$ cat config.mk
export PLATFORM = sky130hd
export DESIGN_NAME = stsd_front
export DESIGN_NICKNAME = d
export VERILOG_FILES = /design/src/rtl/stsd_pkg.sv /design/src/rtl/stsd_front.sv
export SDC_FILE = /design/constraint.sdc
export NUM_CORES = 1
export LEC_CHECK = 0
export ABC_AREA = 1
export BUFFER_PORTS_ARGS = -buffer_cell sky130_fd_sc_hd__buf_2
export CAP_MARGIN = 30
export CORE_MARGIN = 4
export CORE_UTILIZATION = 49
export DETAILED_ROUTE_END_ITERATION = 8
export MAX_ROUTING_LAYER = met4
export PLACE_DENSITY_LB_ADDON = 0.3
export SYNTH_ARGS = -nofsm -noshare
export SYNTH_HDL_FRONTEND = slang
export SYNTH_SLANG_ARGS = --single-unit
$ cat constraint.sdc
create_clock -name clk -period 3.9 [get_ports clk]
set_input_delay 0.78 -clock clk [delete_from_list [all_inputs] [get_ports clk]]
set_output_delay 0.78 -clock clk [all_outputs]
set_load 0.005 [all_outputs]
$ cat src/rtl/stsd_pkg.sv
// shared constants and beat type for the signed tenths display formatter
// no dependencies; every other rtl file imports this package
`default_nettype none

package stsd_pkg;

  // display geometry
  localparam int DIGIT_COUNT = 4;
  localparam int OUT_DIGITS  = 4;
  localparam int DIGIT_SPAN  = (DIGIT_COUNT > OUT_DIGITS) ? DIGIT_COUNT : OUT_DIGITS;
  localparam int DIV_COUNT   = DIGIT_COUNT + 1;
  localparam int TOP_W       = $clog2(DIGIT_COUNT + 1);

  // input value width
  localparam int VALUE_W = 21;

  // divide by ten through a reciprocal: q = (x * DIV10_MUL) >> DIV10_SHIFT,
  // exact for every x below 2**22
  localparam int                 DIV10_SHIFT = 24;
  localparam logic [VALUE_W-1:0] DIV10_MUL   = VALUE_W'(1677722);
  localparam int                 PROD_W      = 2 * VALUE_W;

  // digit codes
  localparam logic [3:0] CODE_BLANK = 4'hF;
  localparam logic [3:0] CODE_MINUS = 4'hA;
  localparam logic [7:0] POINT_BIT  = 8'h80;

  // one beat as it travels down the pipeline
  typedef struct packed {
    logic                        neg;
    logic                        point;
    logic [VALUE_W-1:0]          src;
    logic [VALUE_W-1:0]          n;
    logic [DIGIT_COUNT-1:0][3:0] digs;
  } beat_t;

endpackage

`default_nettype wire

$ cat src/rtl/stsd_front.sv
// entry stage: splits the signed tenths value into sign and magnitude
// depends on stsd_pkg
`default_nettype none

module stsd_front
  import stsd_pkg::*;
(
  input  wire logic               clk,
  input  wire logic               rst_n,
  input  wire logic               up_valid,
  output logic                    up_stall,
  input  wire logic [VALUE_W-1:0] up_value,
  output logic                    dn_valid,
  input  wire logic               dn_stall,
  output beat_t                   dn_beat
);

  logic  v_r;
  beat_t beat_r;
  beat_t beat_nxt;
  logic  en;

  // stage advances when empty or when downstream takes the beat
  assign en       = !v_r || !dn_stall;
  assign up_stall = !en;

  // two's complement magnitude, fits 21 bits even for the most negative value
  always_comb begin
    beat_nxt       = '0;
    beat_nxt.neg   = up_value[VALUE_W-1];
    beat_nxt.n     = up_value[VALUE_W-1] ? (~up_value + VALUE_W'(1)) : up_value;
  end

  always_ff @(posedge clk) begin
    if (!rst_n) begin
      v_r <= 1'b0;
    end else if (en) begin
      v_r <= up_valid;
    end
  end

  always_ff @(posedge clk) begin
    if (en && up_valid) begin
      beat_r <= beat_nxt;
    end
  end

  assign dn_valid = v_r;
  assign dn_beat  = beat_r;

endmodule

`default_nettype wire

==> flow_summary.toml, run 1 <==
[hold_path]
hold_class = "register to register"
hold_path_startpoint = "dn_valid"
holdPathStages = 2

[clock_tree]
clock_path_buffers = 2
clkLatencyLatePin_ns = 0.31
cts-root-buf = "clkbuf_4"
holdBufCountCts = 0
cts_tree = "done"
cts_resized = 0
cts_sinks = 23
cts_buffers = 3
cts_setup_buffers = 0
cts_max_level = 1
clkTransAtPathRegs_ns = 0.12

[timing]
fmax_mhz = 526
final_max_slew_viol_count = 0
fin_crit_ns = 1.90
hold_viol = 0
rsz0062_at_grt = "no"
whs_ns = 0.511
finalSetupViolCount = 0
tns_ns = 0
fin_skew_ns = 0.00798
finalCritPeriodShare = 0.488

[grt]
grt_max_degree = 23
antenna_found_initial = 0
grt_usage = 0.135
grt.overflow.total = 0
first_global_vias = 1073
grt_pass1_wl_um = 4310

[final_layout]
diodes = 0
area_growth_pct = 10.7
mostFrequentLayoutCell = "buf_2"
fillers = 304
fin_cells = 288
drive_above_1_share = 0.283
post-route-util = 0.580
final_nets = 271
final_cell_mix = "buf_2, nand2_1, conb_1"

[yosys]
async_flop_share = 0
synth_ff_type = "edfxtp_1"
yosysUniqueCellTypes = 27
yosysWarnings = 0
ys_top_cells_by_area = "edfxtp_1, buf_4, nand2_1, nand3_1, inv_1"
synth_edf_count = 22
synth_largest_area_cell = "edfxtp_1"
syn_area_um2 = 1640
ys_seq_area_frac = 0.415
synth-seq-cells = 23
synth.avg_cell_area_um2 = 8.46
syn_inst = 194
synth_top_area_frac = 0.403

[placed_design]
place_inst = 283
port_buffers = 48
gp_congestion = 0.803
hpwl_um = 2290

[floorplanning]
core_area_um2 = 3130
start_util = 0.524
pin_count = 87
dieArea_um2 = 4340
die_h_um = 65.9
fp.dieW_um = 65.9
fp-row-count = 20

[pwr]
power_density_nw_per_um2 = 284
p_leak_nw = 0.915
power_mw = 0.515
peakVddDrop_v = 0.000104

[setup_path]
critPathBufInv = 3
path_class = "input port to primary output"
startpoint_type = "input port"
reg2reg_depth = 4
worstPathMaxFanout = 2
arrival_ns = 1.12
startpoint = "dn_stall"
path_cells = "buf_2 -> nand2_1 -> inv_1 -> buf_2"
slowest_stage = "buf_2"
cp-end-kind = "primary output"
rr_startpoint = "dn_valid"
crit_top_cell = "buf_2"
cp_top_family = "buffers and inverters"
crit_path_max_incr_delay_ns = 0.13
required_ns = 3.12
cp.depth = 4
r2r_setup_slack_ns = 2.58

[routing]
final_antenna_net_count = 0
viasPerCell = 4.25
vias = 1223
drtPass1Iterations = 4
drt_iter0_drc = 18
routedWlPerCell_um = 9.54
wl_um = 2750
drc = 0

[run_status]
outcome = "complete, no violations"

[flow_run]
maxCapViolations = 0
==> worst min-delay path: cells and delay by family, from the launching register on <==
family,cells,cell delay (ns)
and+or+nand+nor,1,0.07
AOI/OAI and AO/OA,1,0.08
DFF,1,0.33
==> cells in the mapped netlist, types with 2 or more instances <==
library cell  count
edfxtp_1         22
inv_1            18
nor2_1           15
buf_4            39
nand2_2           2
nand2_1          45
xor2_1            6
o21ai_0           7
nor2_4            3
nor2_2            4
nand3_1          16
xnor2_1           2
==> logic make-up (layout without fill, tap and decap cells) <==
group | Yosys count | count (layout) | synth area share
other | 1 | 38 | 0.00229
DFF | 23 | 23 | 0.415
and+or+nand+nor | 89 | 89 | 0.251
adders and majority gates | 1 | 1 | 0.00763
xor gates and xnor gates | 8 | 8 | 0.0427
AOI/OAI and AO/OA | 12 | 12 | 0.0488
buffers and inverters | 60 | 73 | 0.233
==> layout make-up <==
| class | count | area (µm²) | area share |
|---|---|---|---|
| inverters | 20 | 77.6 | 0.0427 |
| well taps | 44 | 55.1 | 0.0303 |
| clock inverters | 1 | 5.00 | 0.00276 |
| repair buffers | 49 | 255 | 0.141 |
| multi-input cells | 148 | 719 | 0.396 |
| clock buffers | 3 | 22.5 | 0.0124 |
| flip-flops and latches | 23 | 681 | 0.375 |
==> layer usage <==
layer / vias to the layer above / track usage / routed length (µm)
met3: 5 / 0.0119 / 225
li1: 643 / - / -
met4: 0 / 0.0907 / 71
met2: 53 / 0.214 / 1280
met1: 522 / 0.162 / 1180
met5: - / - / 0
==> state kept, by name, indices dropped and copies added (netlist names) <==
register and flops:
dn_valid 1, dn_beat 22
==> final timing paths <==
kind | endpoint
setup reg to reg | dn_beat[35]
hold / removal | dn_valid
hold reg to reg | dn_valid
setup / recovery | up_stall
==> per-stage QoR <==
stage / area [µm²] / setup WS, ns
final: 1820 / 2.00
after global routing: 1820 / 1.98
after CTS: 1800 / 1.99
after detailed placement: 1770 / 1.72
after global placement: 1770 / 1.75
after floorplan: 1780 / 1.65
==> power by group <==
part | total, mW | internal [mW] | switching, mW
Sequential | 0.297 | 0.294 | 0.00361
Clock | 0.107 | 0.0383 | 0.0684
Combinational | 0.111 | 0.0424 | 0.0690
Total | 0.515 | 0.374 | 0.141
Note: power is estimated with default switching activity, not from simulation.
==> inputs of run 2 (changes only) <==
--- a/config.mk
+++ b/config.mk
@@ -5,11 +5,11 @@
 export SDC_FILE = /design/constraint.sdc
 export NUM_CORES = 1
 export LEC_CHECK = 0
-export ABC_AREA = 1
+export ABC_AREA = 0
 export BUFFER_PORTS_ARGS = -buffer_cell sky130_fd_sc_hd__buf_2
 export CAP_MARGIN = 30
 export CORE_MARGIN = 4
-export CORE_UTILIZATION = 49
+export CORE_UTILIZATION = 39
 export DETAILED_ROUTE_END_ITERATION = 8
 export MAX_ROUTING_LAYER = met4
 export PLACE_DENSITY_LB_ADDON = 0.3
==> constraint.sdc (replaced) <==
create_clock -name clk -period 1.7 [get_ports clk]
set_input_delay 0.34 -clock clk [delete_from_list [all_inputs] [get_ports clk]]
set_output_delay 0.34 -clock clk [all_outputs]
set_load 0.005 [all_outputs]
==> flow_summary.toml, run 2 <==
[grt]
antenna_found_initial = 0
grt_pass1_wl_um = 3970
grt_max_degree = 23
grt.overflow.total = 0
first_global_vias = 946
grt_usage = 0.114

[final_layout]
final_nets = 217
fin_cells = 236
ff_latch_area_um2 = 681
largest_reg_flops = 22
multi_input_area_um2 = 598
area_growth_pct = 20.7
final_cell_area_um2 = 1740
fillers = 326
drive_above_1_share = 0.374
final_cell_mix = "buf_2, conb_1, edfxtp_1"
diodes = 0
mostFrequentLayoutCell = "buf_2"

[flow_run]
maxCapViolations = 0

[pwr]
comb_power_share = 0.196
peakVddDrop_v = 0.000261
power_switching_share = 0.247
p_clk_frac = 0.264
intPower_mw = 0.959
power_density_nw_per_um2 = 732
power_frac_seq = 0.540
switchingPower_mw = 0.315
p_leak_nw = 0.769

[setup_path]
path_class = "input port to register"
startpoint_type = "input port"
worstPathMaxFanout = 7
path_cells = "buf_2 -> or4_4 -> or2_4 -> o41ai_4 -> xnor2_1"
cp_top_family = "simple AND/OR/NAND/NOR gates"
slowest_stage = "or4_4"
cp-end-kind = "register"
arrival_ns = 1.68
required_ns = 1.72
critPathBufInv = 1
crit_path_max_incr_delay_ns = 0.54

[clock_tree]
cts_sinks = 23
cts_max_level = 1
cts-root-buf = "clkbuf_8"
clkTransAtPathRegs_ns = 0.08
holdBufCountCts = 0
cts_buffers = 3
cts_tree = "done"
clock_path_buffers = 2
clkLatencyLatePin_ns = 0.26

[yosys]
synth.avg_cell_area_um2 = 11.2
ys_seq_area_frac = 0.472
yosysUniqueCellTypes = 33
ys_top_cells_by_area = "edfxtp_1, buf_4, xnor2_1, o21ai_0, xor2_1"
synth_common_cells = "buf_4, edfxtp_1, xnor2_1, o21ai_0"
synth_ff_type = "edfxtp_1"
async_flop_share = 0
yosysWarnings = 0
syn_inst = 129
synth_edf_count = 22
synth-seq-cells = 23
synth_top_area_frac = 0.458
synth.most_common_cell = "buf_4"
synth_largest_area_cell = "edfxtp_1"
syn_area_um2 = 1440

[floorplanning]
dieArea_um2 = 4730
fp.dieW_um = 68.8
fp-row-count = 21
start_util = 0.419
die_h_um = 68.8
pin_count = 87
core_area_um2 = 3440

[timing]
final_max_slew_viol_count = 0
whs_ns = 0.277
fmax_mhz = 601
fin_skew_ns = 0.00286
rsz0062_at_grt = "no"
hold_viol = 0
finalSetupViolCount = 0
fin_ws_ns = 0.0375
finalCritPeriodShare = 0.978
fin_crit_ns = 1.66

[routing]
wl_um = 2790
drc = 0
drt_iter0_drc = 25
vias = 1029
drtPass1Iterations = 4
routedWlPerCell_um = 11.8
final_antenna_net_count = 0
viasPerCell = 4.36

[run_status]
outcome = "complete, no violations"

[placed_design]
placed_area_um2 = 1690
place_inst = 232
hpwl_um = 2300
port_buffers = 48
gp_congestion = 0.782
dpl_worst_slack_ns = -0.321

[hold_path]
hold_class = "input port to register"
-- run 2: cell types whose count changed in the layout (fill, tap and decap cells not counted), sizes merged, moves of 12 or more --
cell / delta
nor2: -18
inv: -18
nand2: -44
xnor2: +12
nand3: -15
buf: +12
-- run 2: metal layers --
metal | vias up | track usage | wire, µm
met3 | 2 | 0.0146 | 290
met2 | 58 | 0.219 | 1450
li1 | 491 | - | -
met1 | 478 | 0.119 | 1040
met4 | 0 | 0.0365 | 19
met5 | - | - | 0
-- run 2: timing repair --
item                                    CTS  global route
setup buffers                             0             0
gates resized for setup                   1             0
endpoints found under the setup margin    2             0
-- run 2: per-stage QoR --
stage          setup TNS, ns  power (mW)   util
3_3_place_gp           -2.02       0.942  0.491
6_report                   0        1.27  0.506
2_1_floorplan         -0.390       0.881      -
3_5_place_dp           -2.30       0.951  0.491
4_1_cts                    0        1.28  0.506
5_1_grt                    0        1.34  0.506
-- run 2: logic make-up after synthesis --
| kind of cell | after synthesis | synth area share |
|---|---|---|
| buffers and inverters | 43 | 0.216 |
| and+or+nand+nor | 23 | 0.0877 |
| DFF | 23 | 0.472 |
| AOI/OAI and AO/OA | 20 | 0.103 |
| xor gates and xnor gates | 18 | 0.109 |
| adders and majority gates | 1 | 0.00868 |
| other | 1 | 0.00260 |
-- run 2: final timing paths --
| check | start | cells after the start | slack, ns | to |
|---|---|---|---|---|
| setup / recovery | up_value[6] | 5 | 0.04 | dn_beat[30] |
| hold / removal | rst_n | 2 | 0.28 | dn_valid |
| setup reg to reg | dn_valid | 3 | 0.59 | dn_beat[31] |
| hold reg to reg | dn_valid | 2 | 0.63 | dn_valid |
-- run 2: power by group through the flow --
stage | clock (mW) | combinational (mW) | sequential [mW]
2_1_floorplan | 0 | 0.172 | 0.709
3_3_place_gp | 0 | 0.243 | 0.699
3_5_place_dp | 0 | 0.250 | 0.701
4_1_cts | 0.343 | 0.251 | 0.688
5_1_grt | 0.364 | 0.280 | 0.691
6_report | 0.337 | 0.250 | 0.687
-- run 2: area by class of cell --
| type | count | share of cell area |
|---|---|---|
| Sequential cell | 23 | 0.391 |
| Tap cell | 46 | 0.0331 |
| Multi-Input combinational cell | 100 | 0.344 |
| Clock buffer | 3 | 0.0237 |
| Timing Repair Buffer | 61 | 0.201 |
| Inverter | 2 | 0.00431 |
| Clock inverter | 1 | 0.00288 |
