File: config.mk
export PLATFORM = sky130hd
export DESIGN_NAME = stsd_format
export DESIGN_NICKNAME = d
export VERILOG_FILES = /design/src/rtl/stsd_pkg.sv /design/src/rtl/stsd_format.sv
export SDC_FILE = /design/constraint.sdc
export NUM_CORES = 1
export LEC_CHECK = 0
export BUFFER_PORTS_ARGS = -buffer_cell sky130_fd_sc_hd__buf_2
export CORE_AREA = 2 2 58 60
export CTS_BUF_LIST = sky130_fd_sc_hd__clkbuf_16
export CTS_CLUSTER_DIAMETER = 50
export DETAILED_ROUTE_END_ITERATION = 8
export DIE_AREA = 0 0 60 62
export PLACE_DENSITY = 0.77
export SLEW_MARGIN = 20
export SYNTH_ARGS = -nofsm -noshare
export SYNTH_HDL_FRONTEND = slang
export SYNTH_SLANG_ARGS = --single-unit
File: constraint.sdc
create_clock -name clk -period 2.05 [get_ports clk]
set_input_delay 0.41 -clock clk [delete_from_list [all_inputs] [get_ports clk]]
set_output_delay 0.41 -clock clk [all_outputs]
set_load 0.01 [all_outputs]
File: src/rtl/stsd_pkg.sv
// shared constants and beat type for the signed tenths display formatter
// no dependencies; every other rtl file imports this package
`default_nettype none

package stsd_pkg;

  // display geometry
  localparam int DIGIT_COUNT = 4;
  localparam int OUT_DIGITS  = 4;
  localparam int DIGIT_SPAN  = (DIGIT_COUNT > OUT_DIGITS) ? DIGIT_COUNT : OUT_DIGITS;
  localparam int DIV_COUNT   = DIGIT_COUNT + 1;
  localparam int TOP_W       = $clog2(DIGIT_COUNT + 1);

  // input value width
  localparam int VALUE_W = 21;

  // divide by ten through a reciprocal: q = (x * DIV10_MUL) >> DIV10_SHIFT,
  // exact for every x below 2**22
  localparam int                 DIV10_SHIFT = 24;
  localparam logic [VALUE_W-1:0] DIV10_MUL   = VALUE_W'(1677722);
  localparam int                 PROD_W      = 2 * VALUE_W;

  // digit codes
  localparam logic [3:0] CODE_BLANK = 4'hF;
  localparam logic [3:0] CODE_MINUS = 4'hA;
  localparam logic [7:0] POINT_BIT  = 8'h80;

  // one beat as it travels down the pipeline
  typedef struct packed {
    logic                        neg;
    logic                        point;
    logic [VALUE_W-1:0]          src;
    logic [VALUE_W-1:0]          n;
    logic [DIGIT_COUNT-1:0][3:0] digs;
  } beat_t;

endpackage

`default_nettype wire

File: src/rtl/stsd_format.sv
// output stage: blanking, minus placement, decimal point and fit check
// depends on stsd_pkg; holds the output register of the block
`default_nettype none

module stsd_format
  import stsd_pkg::*;
(
  input  wire logic  clk,
  input  wire logic  rst_n,
  input  wire logic  up_valid,
  output logic       up_stall,
  input  wire beat_t up_beat,
  output logic       out_valid,
  input  wire logic  out_stall,
  output logic [7:0] out_digit_code_0,
  output logic [7:0] out_digit_code_1,
  output logic [7:0] out_digit_code_2,
  output logic [7:0] out_digit_code_3,
  output logic       out_fits
);

  logic             v_r;
  logic [7:0]       code_r [OUT_DIGITS];
  logic [7:0]       code_nxt [OUT_DIGITS];
  logic             fits_r;
  logic             fits_nxt;
  logic [3:0]       dig_w [DIGIT_SPAN];
  logic [TOP_W-1:0] top;
  logic [TOP_W-1:0] minus_pos;
  logic             sign_fail;
  logic             en;

  assign en       = !v_r || !out_stall;
  assign up_stall = !en;

  // highest nonzero digit, point digit counts as shown
  always_comb begin
    for (int p = 0; p < DIGIT_SPAN; p++) begin
      dig_w[p] = CODE_BLANK;
    end
    top = '0;
    for (int p = 0; p < DIGIT_COUNT; p++) begin
      dig_w[p] = up_beat.digs[p];
      if (up_beat.digs[p] != 4'd0) begin
        top = TOP_W'(p);
      end
    end
    if (up_beat.point && (top < TOP_W'(1))) begin
      top = TOP_W'(1);
    end
    minus_pos = top + TOP_W'(1);
    sign_fail = up_beat.neg && (minus_pos >= TOP_W'(DIGIT_COUNT));
    fits_nxt  = (up_beat.n == '0) && !sign_fail;
  end

  // per-digit code
  always_comb begin
    for (int p = 0; p < OUT_DIGITS; p++) begin
      if (TOP_W'(p) > top || p >= DIGIT_COUNT) begin
        if (up_beat.neg && (TOP_W'(p) == minus_pos) && p < DIGIT_COUNT) begin
          code_nxt[p] = {4'd0, CODE_MINUS};
        end else begin
          code_nxt[p] = {4'd0, CODE_BLANK};
        end
      end else begin
        code_nxt[p] = {4'd0, dig_w[p]};
      end
      if (up_beat.point && p == 1) begin
        code_nxt[p] = code_nxt[p] | POINT_BIT;
      end
      if (!fits_nxt) begin
        code_nxt[p] = 8'd0;
      end
    end
  end

  always_ff @(posedge clk) begin
    if (!rst_n) begin
      v_r <= 1'b0;
    end else if (en) begin
      v_r <= up_valid;
    end
  end

  always_ff @(posedge clk) begin
    if (en && up_valid) begin
      code_r <= code_nxt;
      fits_r <= fits_nxt;
    end
  end

  assign out_valid        = v_r;
  assign out_digit_code_0 = code_r[0];
  assign out_digit_code_1 = code_r[1];
  assign out_digit_code_2 = code_r[2];
  assign out_digit_code_3 = code_r[3];
  assign out_fits         = fits_r;

endmodule

`default_nettype wire

==> results of run 1 <==
==> kinds of logic after synthesis <==
family	count (synthesis)	synth area share, %
AND/OR/NAND/NOR	31	22.3
buffers and inverters	28	16.4
flip-flops	19	51.1
AO/OA/AOI/OAI	15	9.82
other	1	0.342
==> Yosys cell counts, types with 2 or more instances <==
library cell               number  area (µm²)
sky130_fd_sc_hd__a211oi_1       6        45.0
sky130_fd_sc_hd__a21oi_1        4        20.0
sky130_fd_sc_hd__a41oi_1        2        17.5
sky130_fd_sc_hd__buf_4         16         120
sky130_fd_sc_hd__buf_6          2        22.5
sky130_fd_sc_hd__edfxtp_1      18         541
sky130_fd_sc_hd__inv_1         10        37.5
sky130_fd_sc_hd__nor2_1         5        18.8
sky130_fd_sc_hd__nor3_1         9        45.0
sky130_fd_sc_hd__nor3_2         5        50.1
sky130_fd_sc_hd__nor4_1         3        18.8
sky130_fd_sc_hd__nor4_2         3        37.5
sky130_fd_sc_hd__nor4_4         2        42.5
==> worst paths after layout <==
path | slack [ns] | start | endpoint
max | 0.44 | up_beat[16] | out_digit_code_3[2]
min | 0.36 | rst_n | out_valid
max reg2reg | 0.91 | out_valid | out_digit_code_2[3]
min reg2reg | 0.60 | out_valid | out_valid
==> metrics by stage <==
step	utilization, %	cell area [µm²]	power [µW]
detailed placement	44.2	1400	587
finish	46.6	1480	978
floorplan	-	1150	533
CTS	46.6	1480	974
global route	46.6	1480	1000
global placement	44.2	1400	585
==> area by class of cell <==
cell class / instances / area [µm²] / share of cell area, %
clock buffers: 3 / 75.1 / 5.06
clock inverters: 1 / 3.75 / 0.253
inverters: 10 / 37.5 / 2.53
multi-input cells: 61 / 408 / 27.5
flip-flops and latches: 19 / 561 / 37.8
well taps: 46 / 57.6 / 3.88
repair buffers: 66 / 340 / 23.0
==> routing by layer <==
metal  up-vias  GRT usage (%)  routed length (µm)
met5         -              0                   0
met4         0           7.62                  34
met3         3           2.90                 251
met2        55           22.8                1180
met1       411           10.6                 785
li1        453              -                   -
==> sequential cells by signal, indices dropped and copies added, names as in the netlist <==
signal	cells
out_digit_code_0	4
out_digit_code_1	5
out_digit_code_2	4
out_digit_code_3	4
out_fits	1
out_valid	1
==> worst register-to-register path: stages, from the launching register on <==
cell and delay [ns]:
sky130_fd_sc_hd__dfxtp_1 0.30, sky130_fd_sc_hd__and2_1 0.15, sky130_fd_sc_hd__nor2b_1 0.12, sky130_fd_sc_hd__buf_4 0.26
==> power groups by stage <==
stage	Combinational (µW)	Sequential [µW]	Clock [µW]
6_report	132	447	399
3_5_place_dp	132	455	0
2_1_floorplan	65.5	467	0
5_1_grt	147	449	409
4_1_cts	132	447	394
3_3_place_gp	130	455	0
==> cell usage in the layout (no fill, tap or decap), types with 2 or more instances in the layout <==
master,instances
sky130_fd_sc_hd__buf_2,62
sky130_fd_sc_hd__edfxtp_1,18
sky130_fd_sc_hd__conb_1,15
sky130_fd_sc_hd__inv_1,11
sky130_fd_sc_hd__nor3_1,9
sky130_fd_sc_hd__a211oi_1,6
sky130_fd_sc_hd__nor2_1,5
sky130_fd_sc_hd__nor3_2,5
sky130_fd_sc_hd__a21oi_1,4
sky130_fd_sc_hd__buf_4,4
sky130_fd_sc_hd__nor4_2,3
sky130_fd_sc_hd__nor4_1,3
sky130_fd_sc_hd__clkbuf_16,3
sky130_fd_sc_hd__nor4_4,2
sky130_fd_sc_hd__a41oi_1,2
==> summary.txt, run 1 <==
Layout-stage area growth over the synthesis result: 35.3%
Final setup violation count: 0
Highest attainable clock frequency: 622 MHz
Core Region: 3180 µm²
Fill cell count: 300
Number of violations reported at the end of detailed-routing iteration 0: 29
Placer Congestion: 0.786
Net switching power: 220 µW
Overall routing resource usage: 11.7%
Count of vias placed by the detailed router: 922
Min Tclk post-route: 1.61 ns
Final clock period utilization by the worst path: 78.4%
Buffer depth of the longest clock path: 2
Maximum fanout count along the critical path: 10
Number of placed I/O pins: 99
Worst path slowest cell: sky130_fd_sc_hd__nor4_1
Flop and latch count out of synthesis: 19
CP Depth: 5
Type of the most critical hold path: input pin to register
Reg power frac: 45.7%
Pins over their slew limit: 0
Mapped Avg Cell Area: 11.7 µm²
Sum of overflow across all layers after global routing: 0
Via count of the first global-routing pass: 754
Synth Flop Type: sky130_fd_sc_hd__edfxtp_1
# nets final: 225
Design internal power: 758 µW
Clock Skews: 0.00134 ns
Post-Place Cells: 202
H-tree depth: 1
Port Buf Inserts: 62
Static leakage: 0.000654 µW
Post-route DRC violation count: 0
Post-synth EDFFs: 18
Num Clock Sinks: 19
Portion of the post-synthesis area used by sequential elements: 51.1%
Yosys synthesis warning count: 0
Combinational power share: 13.5%
Full die area: 3720 µm²
Switching share of total power: 22.5%
Crit end category: register
Final hold violations: 0
Fraction of layout cells with a size suffix above 1: 50.6%
Critical path data arrival time: 1.68 ns
CTS Buf Count: 3
Gate count of the mapped netlist: 94
Detailed Place HPWL: 1.80 mm
Clock latency reported for the late side of the worst-skew pair: 0.25 ns
Number of antenna violations at the first check in global routing: 0
Clock network fraction of design power: 40.8%
Crit path cell chain: buf_2, nor4_1, o211ai_2, buf_4, a211oi_1
Post-route antenna net violation count: 0
Effective utilization at floorplan: 34.5%
Cell count of the worst reg-to-reg path: 3
Non-filler instance count after layout: 206
Max-cap violation count: 0
Crit start category: input pin
Die X-Extent: 60 µm
Antenna diode instance count: 0
Clock-pin slew of the registers on the worst-case setup and hold paths: 0.05 ns
Final setup TNS: 0 ns
Pre-CTS WS: 0.143 ns
Status: finished, final reports clean
Cell depth of the worst min-delay path: 2
Crit path required time: 2.12 ns
Setup repair after global routing missed its margin: false
Worst setup path class: input pin to register
Worst path bufs/invs: 2
DIE HEIGHT: 62 µm
Crit-path leading delay family: compound AO/OA/AOI/OAI gates
Longest individual stage delay on the worst path: 0.37 ns
CTS tree: yes
Global-route wire length before repair: 3.12 mm
Detailed-router iteration count before antenna repair: 4
CTS resizes: 0
Power per standard cell area: 659 nW/µm²
Fin worst setup slack: 0.442 ns
IR drop worst, VDD: 0.000279 V
Hold Worst Slack: 0.356 ns
Quantity of hold-fixing buffers added after cts: 0
Number of setup buffers added after CTS: 0
Root Driver: sky130_fd_sc_hd__clkbuf_16
Via-to-Cell Ratio: 4.48
Site row count: 21
WL per Instance: 10.9 µm
Slew HR: 64.7%
Worst-Margin Slew: 0.526 ns
Largest net degree at the start of global routing: 19
Wire length after detailed routing: 2.25 mm
Share of async-settable or async-resettable flops after synthesis: 0%
Synth Cell Area: 1100 µm²
Distinct cell type count after synthesis: 22
No activity file was read; power rests on OpenSTA's default activity.
==> run 2: changes to the inputs <==
CORE_AREA = 2 2 61 63   (was 2 2 58 60)
DIE_AREA = 0 0 63 65   (was 0 0 60 62)
PLACE_DENSITY = 0.73   (was 0.77)
clock period = 1.4 ns   (was 2.05 ns; I/O delays follow)
==> run 2 against run 1 <==
Clock power rose by 39%. Sequential share of layout area fell by 1.8 points. Clock-buffer cell count did not move. Final area rose by 5.1%. Utilization fell by 2.1 points. Global-route usage barely moved. First-iteration DRC count fell by 3.4%. Register-to-register slack got worse by 0.57 ns. Final cell count rose by 4.4%.
==> summary.txt, run 2 (synthesized netlist as in run 1, its figures left out) <==
Count of vias placed by the detailed router: 907 (-1.6%)
Cell count of the worst reg-to-reg path: 3 (unchanged)
Pins over their slew limit: 0 (unchanged)
Highest-count cells in the layout ignoring fill and taps: sky130_fd_sc_hd__buf_2 (62), sky130_fd_sc_hd__edfxtp_1 (18), sky130_fd_sc_hd__conb_1 (15)
Layout-stage area growth over the synthesis result: 42.1%
Effective utilization at floorplan: 31.4% (-3.1 points)
Detailed Place HPWL: 1.91 mm (+6.6%)
Crit path required time: 1.46 ns (-0.66 ns)
CTS tree: yes
Power per standard cell area: 911 nW/µm² (+38%)
Area occupied by registers: 561 µm² (unchanged)
H-tree depth: 1 (unchanged)
Max FFs per register: 5 (unchanged)
Post-route design area: 1560 µm² (+5.1%)
Quantity of hold-fixing buffers added after cts: 0 (unchanged)
Number of antenna violations at the first check in global routing: 0 (unchanged)
Hold Worst Slack: 0.234 ns (-0.123 ns)
Core Region: 3500 µm² (+10%)
Maximum fanout count along the critical path: 13 (+3)
Num Clock Sinks: 19 (unchanged)
Fraction of layout cells with a size suffix above 1: 53.3% (+2.7 points)
Crit end category: register
Wire length after detailed routing: 2.26 mm (+0.27%)
Crit start category: input pin
Final setup violation count: 0 (unchanged)
Cell depth of the worst min-delay path: 2 (unchanged)
# nets final: 232 (+3.1%)
Highest attainable clock frequency: 804 MHz
Most common cell after layout, fill and taps aside: sky130_fd_sc_hd__buf_2
CTS Buf Count: 3 (unchanged)
Fin worst setup slack: 0.156 ns (-0.286 ns)
Global-route wire length before repair: 3.69 mm (+18%)
Post-route antenna net violation count: 0 (unchanged)
Switching share of total power: 21.0% (-1.4 points)
Status: finished, final reports clean
Antenna diode instance count: 0 (unchanged)
Full die area: 4100 µm² (+10%)
Detailed-router iteration count before antenna repair: 3 (-1)
Clock-pin slew of the registers on the worst-case setup and hold paths: 0.05 ns (about the same)
Placed Area: 1470 µm² (+4.8%)
Port Buf Inserts: 62 (unchanged)
IR drop worst, VDD: 0.000379 V (+36%)
Final hold violations: 0 (unchanged)
Root Driver: sky130_fd_sc_hd__clkbuf_16
Multi-input gate area: 415 µm² (+1.8%)
Max-cap violation count: 0 (unchanged)
Net switching power: 299 µW (+36%)
WL per Instance: 10.5 µm (-3.9%)
Setup repair after global routing missed its margin: false
Post-route DRC violation count: 0 (unchanged)
Via-to-Cell Ratio: 4.22 (-5.7%)
Clock latency reported for the late side of the worst-skew pair: 0.24 ns (about the same)
Site row count: 22 (+4.8%)
Number of placed I/O pins: 99 (unchanged)
Static leakage: 0.000697 µW (+6.5%)
Critical path data arrival time: 1.31 ns (-0.37 ns)
Design internal power: 1120 µW (+48%)
Total design power: 1420 µW (+45%)
Combinational power share: 14.6% (+1.1 points)
Die X-Extent: 63 µm (+5.0%)
Sum of overflow across all layers after global routing: 0 (unchanged)
Overall routing resource usage: 11.7% (-0.028 points)
Clock Skews: 0.000638 ns (-0.000700 ns)
Pre-CTS WS: -0.222 ns (-0.365 ns)
Placer Congestion: 0.766 (-2.5%)
Min Tclk post-route: 1.24 ns
Final clock period utilization by the worst path: 88.9%
Number of violations reported at the end of detailed-routing iteration 0: 28 (-3.4%)
Worst setup path class: input pin to register
Buffer depth of the longest clock path: 2 (unchanged)
DIE HEIGHT: 65 µm (+4.8%)
Clock network fraction of design power: 39.2% (-1.6 points)
Fill cell count: 347 (+16%)
Via count of the first global-routing pass: 879 (+17%)
Type of the most critical hold path: input pin to register
Largest net degree at the start of global routing: 19 (unchanged)
Reg power frac: 46.2% (+0.5 points)
[run 2: cell count changes in the layout (fill, tap and decap cells not counted), sizes merged]
cell,change
buf,+7
[run 2: path summary, 6_finish.rpt]
check / endpoint / start / slack (ns)
worst min register to register: out_valid / out_valid / 0.66
worst max-delay path: out_digit_code_2[2] / up_beat[16] / 0.16
worst max register to register: out_digit_code_3[1] / out_valid / 0.34
worst min-delay path: out_valid / rst_n / 0.23
[run 2: worst max-delay path, stage by stage]
cell	delay, ns
sky130_fd_sc_hd__buf_2	0.10
sky130_fd_sc_hd__nor4_1	0.35
sky130_fd_sc_hd__o211ai_2	0.12
sky130_fd_sc_hd__buf_4	0.20
sky130_fd_sc_hd__nor4_1	0.26
[run 2: layout make-up]
class / count / area share [%]
clock buffer: 3 / 4.82
clock inverter: 1 / 0.241
inverter: 10 / 2.41
multi-input combinational: 61 / 26.7
sequential: 19 / 36.0
tap: 48 / 3.86
timing repair buffer: 73 / 26.0
[run 2: per-layer routing]
layer / track usage, % / wire (µm) / vias up
li1: - / - / 469
met3: 3.30 / 252 / 2
met5: 0 / 0 / -
met1: 12.8 / 922 / 384
met2: 21.0 / 1070 / 52
met4: 5.00 / 10 / 0
[run 2: stage by stage]
stage / TNS [ns] / util [%] / std cells
5_1_grt: 0 / 44.6 / 215
3_5_place_dp: -3.03 / 42.1 / 210
3_3_place_gp: -2.94 / 42.1 / 210
2_1_floorplan: 0 / - / 108
6_report: 0 / 44.6 / 215
4_1_cts: 0 / 44.3 / 214
[run 2: repair_timing]
item | in CTS | in global routing
endpoints found under the setup margin | 0 | 12
gates resized for setup | 0 | 0
setup buffers | 0 | 1
[run 2: power by group through the flow]
stage	combinational, µW	clock, µW	sequential (µW)
floorplan	98.5	0	683
global placement	206	0	666
detailed placement	208	0	667
CTS	209	573	656
global route	228	592	658
finish	208	556	656
