<file path="src/rtl/stsd_pkg.sv">
// shared constants and beat type for the signed tenths display formatter
// no dependencies; every other rtl file imports this package
`default_nettype none

package stsd_pkg;

  // display geometry
  localparam int DIGIT_COUNT = 4;
  localparam int OUT_DIGITS  = 4;
  localparam int DIGIT_SPAN  = (DIGIT_COUNT > OUT_DIGITS) ? DIGIT_COUNT : OUT_DIGITS;
  localparam int DIV_COUNT   = DIGIT_COUNT + 1;
  localparam int TOP_W       = $clog2(DIGIT_COUNT + 1);

  // input value width
  localparam int VALUE_W = 21;

  // divide by ten through a reciprocal: q = (x * DIV10_MUL) >> DIV10_SHIFT,
  // exact for every x below 2**22
  localparam int                 DIV10_SHIFT = 24;
  localparam logic [VALUE_W-1:0] DIV10_MUL   = VALUE_W'(1677722);
  localparam int                 PROD_W      = 2 * VALUE_W;

  // digit codes
  localparam logic [3:0] CODE_BLANK = 4'hF;
  localparam logic [3:0] CODE_MINUS = 4'hA;
  localparam logic [7:0] POINT_BIT  = 8'h80;

  // one beat as it travels down the pipeline
  typedef struct packed {
    logic                        neg;
    logic                        point;
    logic [VALUE_W-1:0]          src;
    logic [VALUE_W-1:0]          n;
    logic [DIGIT_COUNT-1:0][3:0] digs;
  } beat_t;

endpackage

`default_nettype wire

</file>
<file path="src/rtl/stsd_div10.sv">
// two-stage divide-by-ten step: reciprocal multiply, then quotient and remainder
// depends on stsd_pkg; remainder is shifted into the top of the digit row
`default_nettype none

module stsd_div10
  import stsd_pkg::*;
(
  input  wire logic  clk,
  input  wire logic  rst_n,
  input  wire logic  up_valid,
  output logic       up_stall,
  input  wire beat_t up_beat,
  output logic       dn_valid,
  input  wire logic  dn_stall,
  output beat_t      dn_beat
);

  logic               a_v_r;
  beat_t              a_beat_r;
  logic [PROD_W-1:0]  a_prod_r;
  logic               b_v_r;
  beat_t              b_beat_r;
  beat_t              b_beat_nxt;
  logic               a_en;
  logic               b_en;
  logic [VALUE_W-1:0] quo;
  logic [VALUE_W-1:0] rem_full;

  // stall chain, collapsing bubbles
  assign b_en     = !b_v_r || !dn_stall;
  assign a_en     = !a_v_r || b_en;
  assign up_stall = !a_en;

  // stage a: reciprocal product
  always_ff @(posedge clk) begin
    if (!rst_n) begin
      a_v_r <= 1'b0;
    end else if (a_en) begin
      a_v_r <= up_valid;
    end
  end

  always_ff @(posedge clk) begin
    if (a_en && up_valid) begin
      a_beat_r <= up_beat;
      a_prod_r <= PROD_W'(up_beat.n) * PROD_W'(DIV10_MUL);
    end
  end

  // stage b: quotient, remainder by x - 8q - 2q
  always_comb begin
    quo            = VALUE_W'(a_prod_r[PROD_W-1:DIV10_SHIFT]);
    rem_full       = a_beat_r.n - (quo << 3) - (quo << 1);
    b_beat_nxt     = a_beat_r;
    b_beat_nxt.src = a_beat_r.n;
    b_beat_nxt.n   = quo;
    b_beat_nxt.digs = {rem_full[3:0], a_beat_r.digs[DIGIT_COUNT-1:1]};
  end

  always_ff @(posedge clk) begin
    if (!rst_n) begin
      b_v_r <= 1'b0;
    end else if (b_en) begin
      b_v_r <= a_v_r;
    end
  end

  always_ff @(posedge clk) begin
    if (b_en && a_v_r) begin
      b_beat_r <= b_beat_nxt;
    end
  end

  assign dn_valid = b_v_r;
  assign dn_beat  = b_beat_r;

endmodule

`default_nettype wire

</file>
<file path="config.mk">
export PLATFORM = sky130hd
export DESIGN_NAME = stsd_div10
export DESIGN_NICKNAME = d
export VERILOG_FILES = /design/src/rtl/stsd_pkg.sv /design/src/rtl/stsd_div10.sv
export SDC_FILE = /design/constraint.sdc
export NUM_CORES = 1
export LEC_CHECK = 0
export ABC_AREA = 1
export BUFFER_PORTS_ARGS = -buffer_cell sky130_fd_sc_hd__buf_4
export CAP_MARGIN = 10
export CORE_ASPECT_RATIO = 1.1
export CORE_MARGIN = 2
export CORE_UTILIZATION = 50
export DETAILED_ROUTE_END_ITERATION = 8
export HOLD_SLACK_MARGIN = 0.05
export PLACE_DENSITY = 0.7
export SYNTH_ARGS = -nofsm -noshare
export SYNTH_HDL_FRONTEND = slang
export SYNTH_SLANG_ARGS = --single-unit
export TNS_END_PERCENT = 1
</file>
<file path="constraint.sdc">
create_clock -name clk -period 6.5 [get_ports clk]
set_clock_uncertainty 0.1 [all_clocks]
set_input_delay 0.65 -clock clk [delete_from_list [all_inputs] [get_ports clk]]
set_output_delay 0.65 -clock clk [all_outputs]
set_load 0.02 [all_outputs]
</file>
==> flow_summary.json, run 1 <==
{
  "critPathKind": "primary input to flop",
  "fmax_ghz": 0.175,
  "r2r-end": "a_beat_r[27]",
  "h-tree-depth": 3,
  "grt_pass1_wl_microns": 44600,
  "place_congestion": 0.973,
  "mostFrequentLayoutCell": "inv_1",
  "synth.area.top_cells": "edfxtp_1, fa_1, ha_1, inv_1, nand2_1",
  "cp.arrival_ns": 5.74,
  "clk_pin_slew_ns": 0.09,
  "io_buffer_count": 97,
  "hold_depth": 0,
  "drv_cap": 0,
  "startpoint_type": "primary input",
  "fin_nets": 1715,
  "drtAntennaViolNets": 0,
  "viasPerCell": 5.12,
  "regToRegSetupSlack_ns": 4.55,
  "clockRootBuffer": "clkbuf_16",
  "synth_seq_cells": 112,
  "grt_overflow": 0,
  "finalSetupViolCount": 0,
  "slew_headroom_pct": 51.5,
  "detail_route.wl_per_cell_microns": 17.2,
  "yosysUniqueCellTypes": 32,
  "reg2reg_from": "a_v_r",
  "fp.dieH_microns": 166,
  "synth_top_area_share_pct": 27.6,
  "core_region_area_sq_mm": 0.0236,
  "yosys.area.top_type": "edfxtp_1",
  "nFillCells": 2082,
  "reg2reg_depth": 6,
  "clock_sinks": 112,
  "die_w_microns": 152,
  "antenna_found_initial": 0,
  "yosys_warnings": 0,
  "final_cell_mix": "inv_1, ha_1, nand2_1",
  "hold_path.class": "flop to flop",
  "num_rows": 59,
  "n_antenna_cell": 0,
  "drc": 0,
  "maxSlewViolCount": 0,
  "dr.pass1.iters": 5,
  "drt_iter0_drc": 426,
  "status": "finished clean",
  "clk_latency_ns": 0.36,
  "final.period_utilization_pct": 88.1,
  "hpwlAfterDp_microns": 24200,
  "netlist_area_sq_mm": 0.0120,
  "ios": 126,
  "cp_data_required_time_ns": 6.51,
  "finalWirelength_microns": 27600,
  "syn_inst": 1187,
  "cts.path.max_buffers": 2,
  "cp-end-kind": "flop",
  "vias": 8225,
  "area_growth_pct": 12.1,
  "worstPathMaxFanout": 6,
  "cts_tree": "built",
  "cts_setup_buffers": 0,
  "numCtsBuffers": 9,
  "worst_pin_slew_ns": 0.728,
  "holdPathEnd": "dn_beat[28]",
  "grt_max_degree": 58,
  "grtUsageTotal_pct": 23.6,
  "fin_setup_tns_ns": 0,
  "synth.avg_cell_area_sq_um": 10.1,
  "finalHoldViolCount": 0,
  "cp_slowest_cell": "fa_1",
  "die-area_sq_mm": 0.0252,
  "holdCritStartpoint": "a_prod_r[36]",
  "drive_gt1_share_pct": 10.9,
  "cts_resized": 0,
  "grt_pass1_vias": 8693,
  "cpPeakStageDelay_ns": 0.59,
  "rsz0062_at_grt": "no",
  "fin_crit_ns": 5.73,
  "yosysSeqAreaShare_pct": 27.9,
  "start_util_pct": 50.7,
  "ctsHoldBuffers": 0,
  "cp_cell_sequence": "buf_4 > ha_1 > inv_1 > fa_1 > inv_1 > fa_1 > inv_1 > fa_1 > fa_1 > inv_1 > ha_1 > ha_1 > ha_1 > a21oi_1 > a21boi_1 > o21bai_1 > a21oi_1 > nand2_1 > nand2_1 > nand2_1"
}
-- area by class of cell --
class	instances	area, sq um	area share, %
Clock buffer	9	225	1.68
Clock inverter	7	93.8	0.699
Inverter	311	1170	8.70
Multi-Input combinational cell	762	7460	55.6
Sequential cell	112	3340	24.9
Tap cell	305	382	2.84
Timing Repair Buffer	100	751	5.59
-- layer usage --
metal	routed length, microns	up-vias	track usage (%)	part of all wire, %
met5	0	-	0	0
met2	13900	209	41.1	50
met3	1180	49	2.50	4.3
met1	11600	4009	30.5	42
li1	-	3958	-	-
met4	929	0	8.21	3.4
-- cells by family (layout without fill, tap and decap cells) --
family / Yosys count / count (layout) / synth area share [%]
buf+inv: 315 / 427 / 9.96
simple gates: 295 / 295 / 10.5
xor+xnor: 16 / 16 / 1.17
flops: 112 / 112 / 27.9
other cells: 1 / 3 / 0.0313
compound gates: 93 / 93 / 4.31
fa+ha+maj: 355 / 355 / 46.2
-- critical path, delay by kind of cell --
kind	cells	cell delay, ns
compound gates	4	0.92
fa+ha+maj	8	3.52
buf+inv	5	0.46
simple gates	3	0.18
-- metrics by stage --
step / utilization [%] / cell area (sq um) / std cells / setup WS [ns] / hold slack [ns]
final: 56.8 / 13400 / 1606 / 0.774 / 0.311
after detailed placement: 55.5 / 13100 / 1590 / 0.428 / 0.305
after CTS: 56.8 / 13400 / 1606 / 0.806 / 0.308
after floorplan: - / 12000 / 1189 / 1.16 / 0.300
after global placement: 55.5 / 13100 / 1590 / 0.458 / 0.300
after global routing: 56.8 / 13400 / 1606 / 0.506 / 0.322
-- sequential cells by signal, indices dropped and copies added (netlist names) --
signal and cells:
dn_beat 57, a_beat_r 35, a_prod_r 18, a_v_r 1
dn_valid 1
-- Yosys cell counts --
cell / n
inv_1: 311
ha_1: 210
nand2_1: 160
fa_1: 145
edfxtp_1: 110
nor2_1: 68
a21oi_1: 47
nand3_1: 25
o21ai_0: 24
nand4_1: 11
nor2_2: 11
xor2_1: 10
nand2_2: 7
o21bai_1: 7
nor3_1: 6
xnor2_1: 6
o21a_1: 5
a21o_1: 4
buf_4: 3
o21ai_1: 3
dfxtp_1: 2
nor3_2: 2
a21boi_0: 1
a21boi_1: 1
a21boi_2: 1
clkbuf_1: 1
conb_1: 1
nand2b_1: 1
nand3_2: 1
nor2_4: 1
nor4_1: 1
or2_2: 1
-- how the worst max path moves through the flow --
stage,start,endpoint,slack [ns],depth (start not counted)
3_3_place_gp,up_beat[27],a_prod_r[36],0.46,20
2_1_floorplan,up_beat[29],a_prod_r[41],1.16,17
6_report,up_beat[27],a_prod_r[36],0.77,20
5_1_grt,up_beat[33],a_prod_r[34],0.51,23
4_1_cts,up_beat[28],a_prod_r[37],0.81,20
3_5_place_dp,up_beat[28],a_prod_r[37],0.43,20
Power of run 1 is left out: the tool's default activity adds up to more than one toggle a clock period on the data nets, which glitch-free logic cannot reach.
==> run 2: changes to the inputs <==
Settings changed: CORE_MARGIN 2 to 4, CTS_BUF_LIST set to sky130_fd_sc_hd__clkbuf_8, CTS_CLUSTER_DIAMETER set to 100.
==> flow_summary.json, run 2 (synthesis results as in run 1) <==
{
  "worst_pin_slew_ns": 0.710,
  "clk_pin_slew_ns": 0.13,
  "detail_route.wl_per_cell_microns": 17.1,
  "start_util_pct": 50.7,
  "slew_headroom_pct": 52.6,
  "ctsHoldBuffers": 0,
  "grt_pass1_vias": 8767,
  "final.period_utilization_pct": 87.3,
  "cts_tree": "built",
  "drtAntennaViolNets": 0,
  "fin_setup_tns_ns": 0,
  "hold_path.class": "flop to flop",
  "drt_iter0_drc": 412,
  "startpoint_type": "primary input",
  "drv_cap": 0,
  "critPathKind": "primary input to flop",
  "drc": 0,
  "fin_crit_ns": 5.67,
  "setup_slack_ns": 0.826,
  "nFillCells": 2117,
  "grt_max_degree": 58,
  "dr.pass1.iters": 5,
  "area_growth_pct": 11.2,
  "hpwlAfterDp_microns": 24000,
  "fmax_ghz": 0.176,
  "viasPerCell": 5.17,
  "cts.path.max_buffers": 2,
  "worstPathMaxFanout": 6,
  "groute.layer.met1.usage_pct": 27.6,
  "clock_sinks": 112,
  "cts_resized": 0,
  "grt_overflow": 0,
  "grt_util_met3_pct": 1.98,
  "pre_cts_ws_ns": 0.442,
  "met2_usage_pct": 39.0,
  "largest_register_ffs": 57,
  "cp-end-kind": "flop",
  "cp_data_required_time_ns": 6.56,
  "ios": 126,
  "numCtsBuffers": 9,
  "final_cell_mix": "inv_1, ha_1, nand2_1",
  "final-instance-count-excl-fill": 1606,
  "cp.arrival_ns": 5.73,
  "fin_nets": 1715,
  "core_region_area_sq_mm": 0.0236,
  "rsz0062_at_grt": "no",
  "fp.dieH_microns": 170,
  "finalSetupViolCount": 0,
  "num_rows": 59,
  "place_inst": 1590,
  "multi_input_area_sq_mm": 0.00746,
  "drive_gt1_share_pct": 10.9,
  "finalHoldViolCount": 0,
  "vias": 8305,
  "status": "finished clean",
  "antenna_found_initial": 0,
  "regArea_sq_mm": 0.00334,
  "grtUsageTotal_pct": 21.6,
  "clk_latency_ns": 0.41,
  "clockRootBuffer": "clkbuf_8",
  "busiest_layer": "met2",
  "h-tree-depth": 3,
  "mostFrequentLayoutCell": "inv_1",
  "grt_pass1_wl_microns": 44100,
  "io_buffer_count": 97,
  "maxSlewViolCount": 0,
  "die-area_sq_mm": 0.0265,
  "n_antenna_cell": 0,
  "finalWirelength_microns": 27400,
  "place_congestion": 0.969,
  "cts_setup_buffers": 0,
  "die_w_microns": 156
}
## run 2: cell counts in the layout (fill, tap and decap cells not counted)
Identical to the previous run, type by type.
## run 2: metrics by stage
stage               area, sq um  hold WS (ns)  util, %
floorplan                 12000         0.300        -
global placement          13100         0.301     55.5
detailed placement        13100         0.305     55.5
CTS                       13300         0.291     56.4
global route              13300         0.284     56.4
finish                    13300         0.304     56.4
## run 2: worst paths after layout
path	cells past startpoint	endpoint	slack (ns)	from
worst max-delay path	20	a_prod_r[36]	0.83	up_beat[27]
worst min-delay path	0	dn_beat[20]	0.30	a_prod_r[28]
worst max register to register	6	a_beat_r[20]	4.51	a_v_r
worst min register to register	0	dn_beat[20]	0.30	a_prod_r[28]
## run 2: final cells by class
cell class,instances,share of cell area (%)
clock buffer,9,0.930
clock inverter,7,0.704
inverter,311,8.76
multi-input combinational,762,56.0
sequential,112,25.1
tap,305,2.86
timing repair buffer,100,5.63
## run 2: critical path, cell delays in order
cell      delay (ns)
buf_4           0.16
ha_1            0.42
inv_1           0.14
fa_1            0.50
inv_1           0.07
fa_1            0.54
inv_1           0.06
fa_1            0.51
fa_1            0.54
inv_1           0.04
ha_1            0.33
ha_1            0.31
ha_1            0.40
a21oi_1         0.30
a21boi_1        0.32
o21bai_1        0.10
a21oi_1         0.16
nand2_1         0.07
nand2_1         0.05
nand2_1         0.05
## run 2: metal layers
layer  up-vias  wire [microns]
met3        41            1250
met2       209           14000
met5         -               0
met4         0             715
met1      4095           11400
li1       3960               -
Power of run 2 is left out for the same reason.
==> run 3: changes to the inputs <==
Settings changed: PLACE_DENSITY 0.7 to 0.72, REMOVE_ABC_BUFFERS set to 1, SKIP_CTS_REPAIR_TIMING set to 1.
Clock period 6.5 ns to 4.7 ns, I/O delays scaled along.
==> flow_summary.json, run 3 (synthesis results as in run 1) <==
{
  "viasPerCell": 5.04,
  "reg2reg_depth": 6,
  "place_congestion": 0.986,
  "worst-path-stages": 22,
  "grt_overflow": 0,
  "antenna_found_initial": 0,
  "rsz0062_at_grt": "yes",
  "slew_headroom_pct": 49.3,
  "fin_nets": 1891,
  "core_region_area_sq_mm": 0.0236,
  "cp_slowest_cell": "fa_2",
  "hpwlAfterDp_microns": 26700,
  "drt_iter0_drc": 512,
  "pre_cts_ws_ns": -1.08,
  "finalWirelength_microns": 31500,
  "final_cell_mix": "inv_1, buf_4, ha_1",
  "failed_checks": "negative setup slack",
  "fin_crit_ns": 5.12,
  "cp.arrival_ns": 5.18,
  "numCtsBuffers": 9,
  "die-area_sq_mm": 0.0265,
  "fp.dieH_microns": 170,
  "clockRootBuffer": "clkbuf_8",
  "startpoint_type": "primary input",
  "cp_common_cell": "fa_1",
  "crit_family": "adder cells",
  "vias": 8986,
  "critPathKind": "primary input to flop",
  "hold_depth": 1,
  "setup_slack_ns": -0.419,
  "worst_pin_slew_ns": 0.760,
  "grt_pass1_vias": 9455,
  "die_w_microns": 156,
  "regToRegSetupSlack_ns": 2.95,
  "cp_cell_sequence": "buf_8 > ha_4 > inv_4 > buf_6 > fa_1 > inv_2 > fa_1 > fa_1 > fa_1 > fa_2 > ha_4 > ha_4 > a21oi_2 > buf_4 > buf_4 > o21ai_4 > a21oi_2 > nor2_1 > nor2_1 > nand2_1 > nand2_1 > nand2_1",
  "grt_max_degree": 58,
  "dr.pass1.iters": 5,
  "detail_route.wl_per_cell_microns": 17.7,
  "drtAntennaViolNets": 0,
  "start_util_pct": 50.7,
  "drv_cap": 0,
  "cts_tree": "built",
  "path_buf_inv": 6,
  "drive_gt1_share_pct": 31.1,
  "grtUsageTotal_pct": 23.7,
  "clk_pin_slew_ns": 0.13,
  "area_growth_pct": 30.5,
  "io_buffer_count": 97,
  "num_rows": 59,
  "fmax_ghz": 0.195,
  "maxSlewViolCount": 0,
  "n_antenna_cell": 0,
  "finalSetupViolCount": 18,
  "cp_data_required_time_ns": 4.77,
  "clock_sinks": 112,
  "drc": 0,
  "cpPeakStageDelay_ns": 0.63,
  "status": "complete, but fails checks",
  "ios": 126,
  "final.period_utilization_pct": 109,
  "cts.path.max_buffers": 2,
  "mostFrequentLayoutCell": "inv_1",
  "finalHoldViolCount": 0,
  "worstPathMaxFanout": 4,
  "cp-end-kind": "flop",
  "clk_latency_ns": 0.40,
  "largest_register_ffs": 57,
  "grt_pass1_wl_microns": 48500,
  "h-tree-depth": 3,
  "hold_path.class": "primary input to flop"
}
## run 3: changes by cell type in the layout (fill, tap and decap cells not counted), sizes merged
| cell | previous run | this run |
|---|---|---|
| buf | 100 | 276 |
## run 3: worst paths after layout
path           startpoint      endpoint
min reg2reg  a_beat_r[20]   dn_beat[41]
max           up_beat[22]  a_prod_r[34]
min            up_beat[8]   a_beat_r[8]
max reg2reg         a_v_r  a_beat_r[19]
## run 3: final cells by class
cell class,count,area (sq um)
fillers,1818,7990
well taps,305,382
clock inverters,7,93.8
clock buffers,9,124
repair buffers,276,2130
multi-input cells,762,8390
flip-flops and latches,112,3340
inverters,311,1170
## run 3: through the flow
stage	instances	util [%]	hold WS (ns)	area (sq um)	TNS (ns)
3_3_place_gp	1758	60.8	0.300	14400	-17.48
5_1_grt	1782	66.2	0.109	15600	-9.34
3_5_place_dp	1758	60.8	0.305	14400	-18.05
6_report	1782	66.2	0.135	15600	-6.69
4_1_cts	1774	61.7	0.114	14600	-10.36
2_1_floorplan	1185	-	0.300	12000	-7.04
## run 3: worst reg2reg max path: cells and delay by family, from the launching register on
family,cells,cell delay (ns)
and+or+nand+nor,2,0.15
DFF,1,0.32
buffers and inverters,4,0.79
## run 3: routing by layer
layer / wire, microns / vias to the layer above / track usage [%] / part of all wire, %
met5: 0 / - / 0 / 0
met3: 1500 / 59 / 1.88 / 4.8
met2: 16200 / 245 / 43.2 / 51
li1: - / 4313 / - / -
met1: 12900 / 4369 / 30.8 / 41
met4: 853 / 0 / 5.94 / 2.7
Power of run 3 is left out for the same reason.
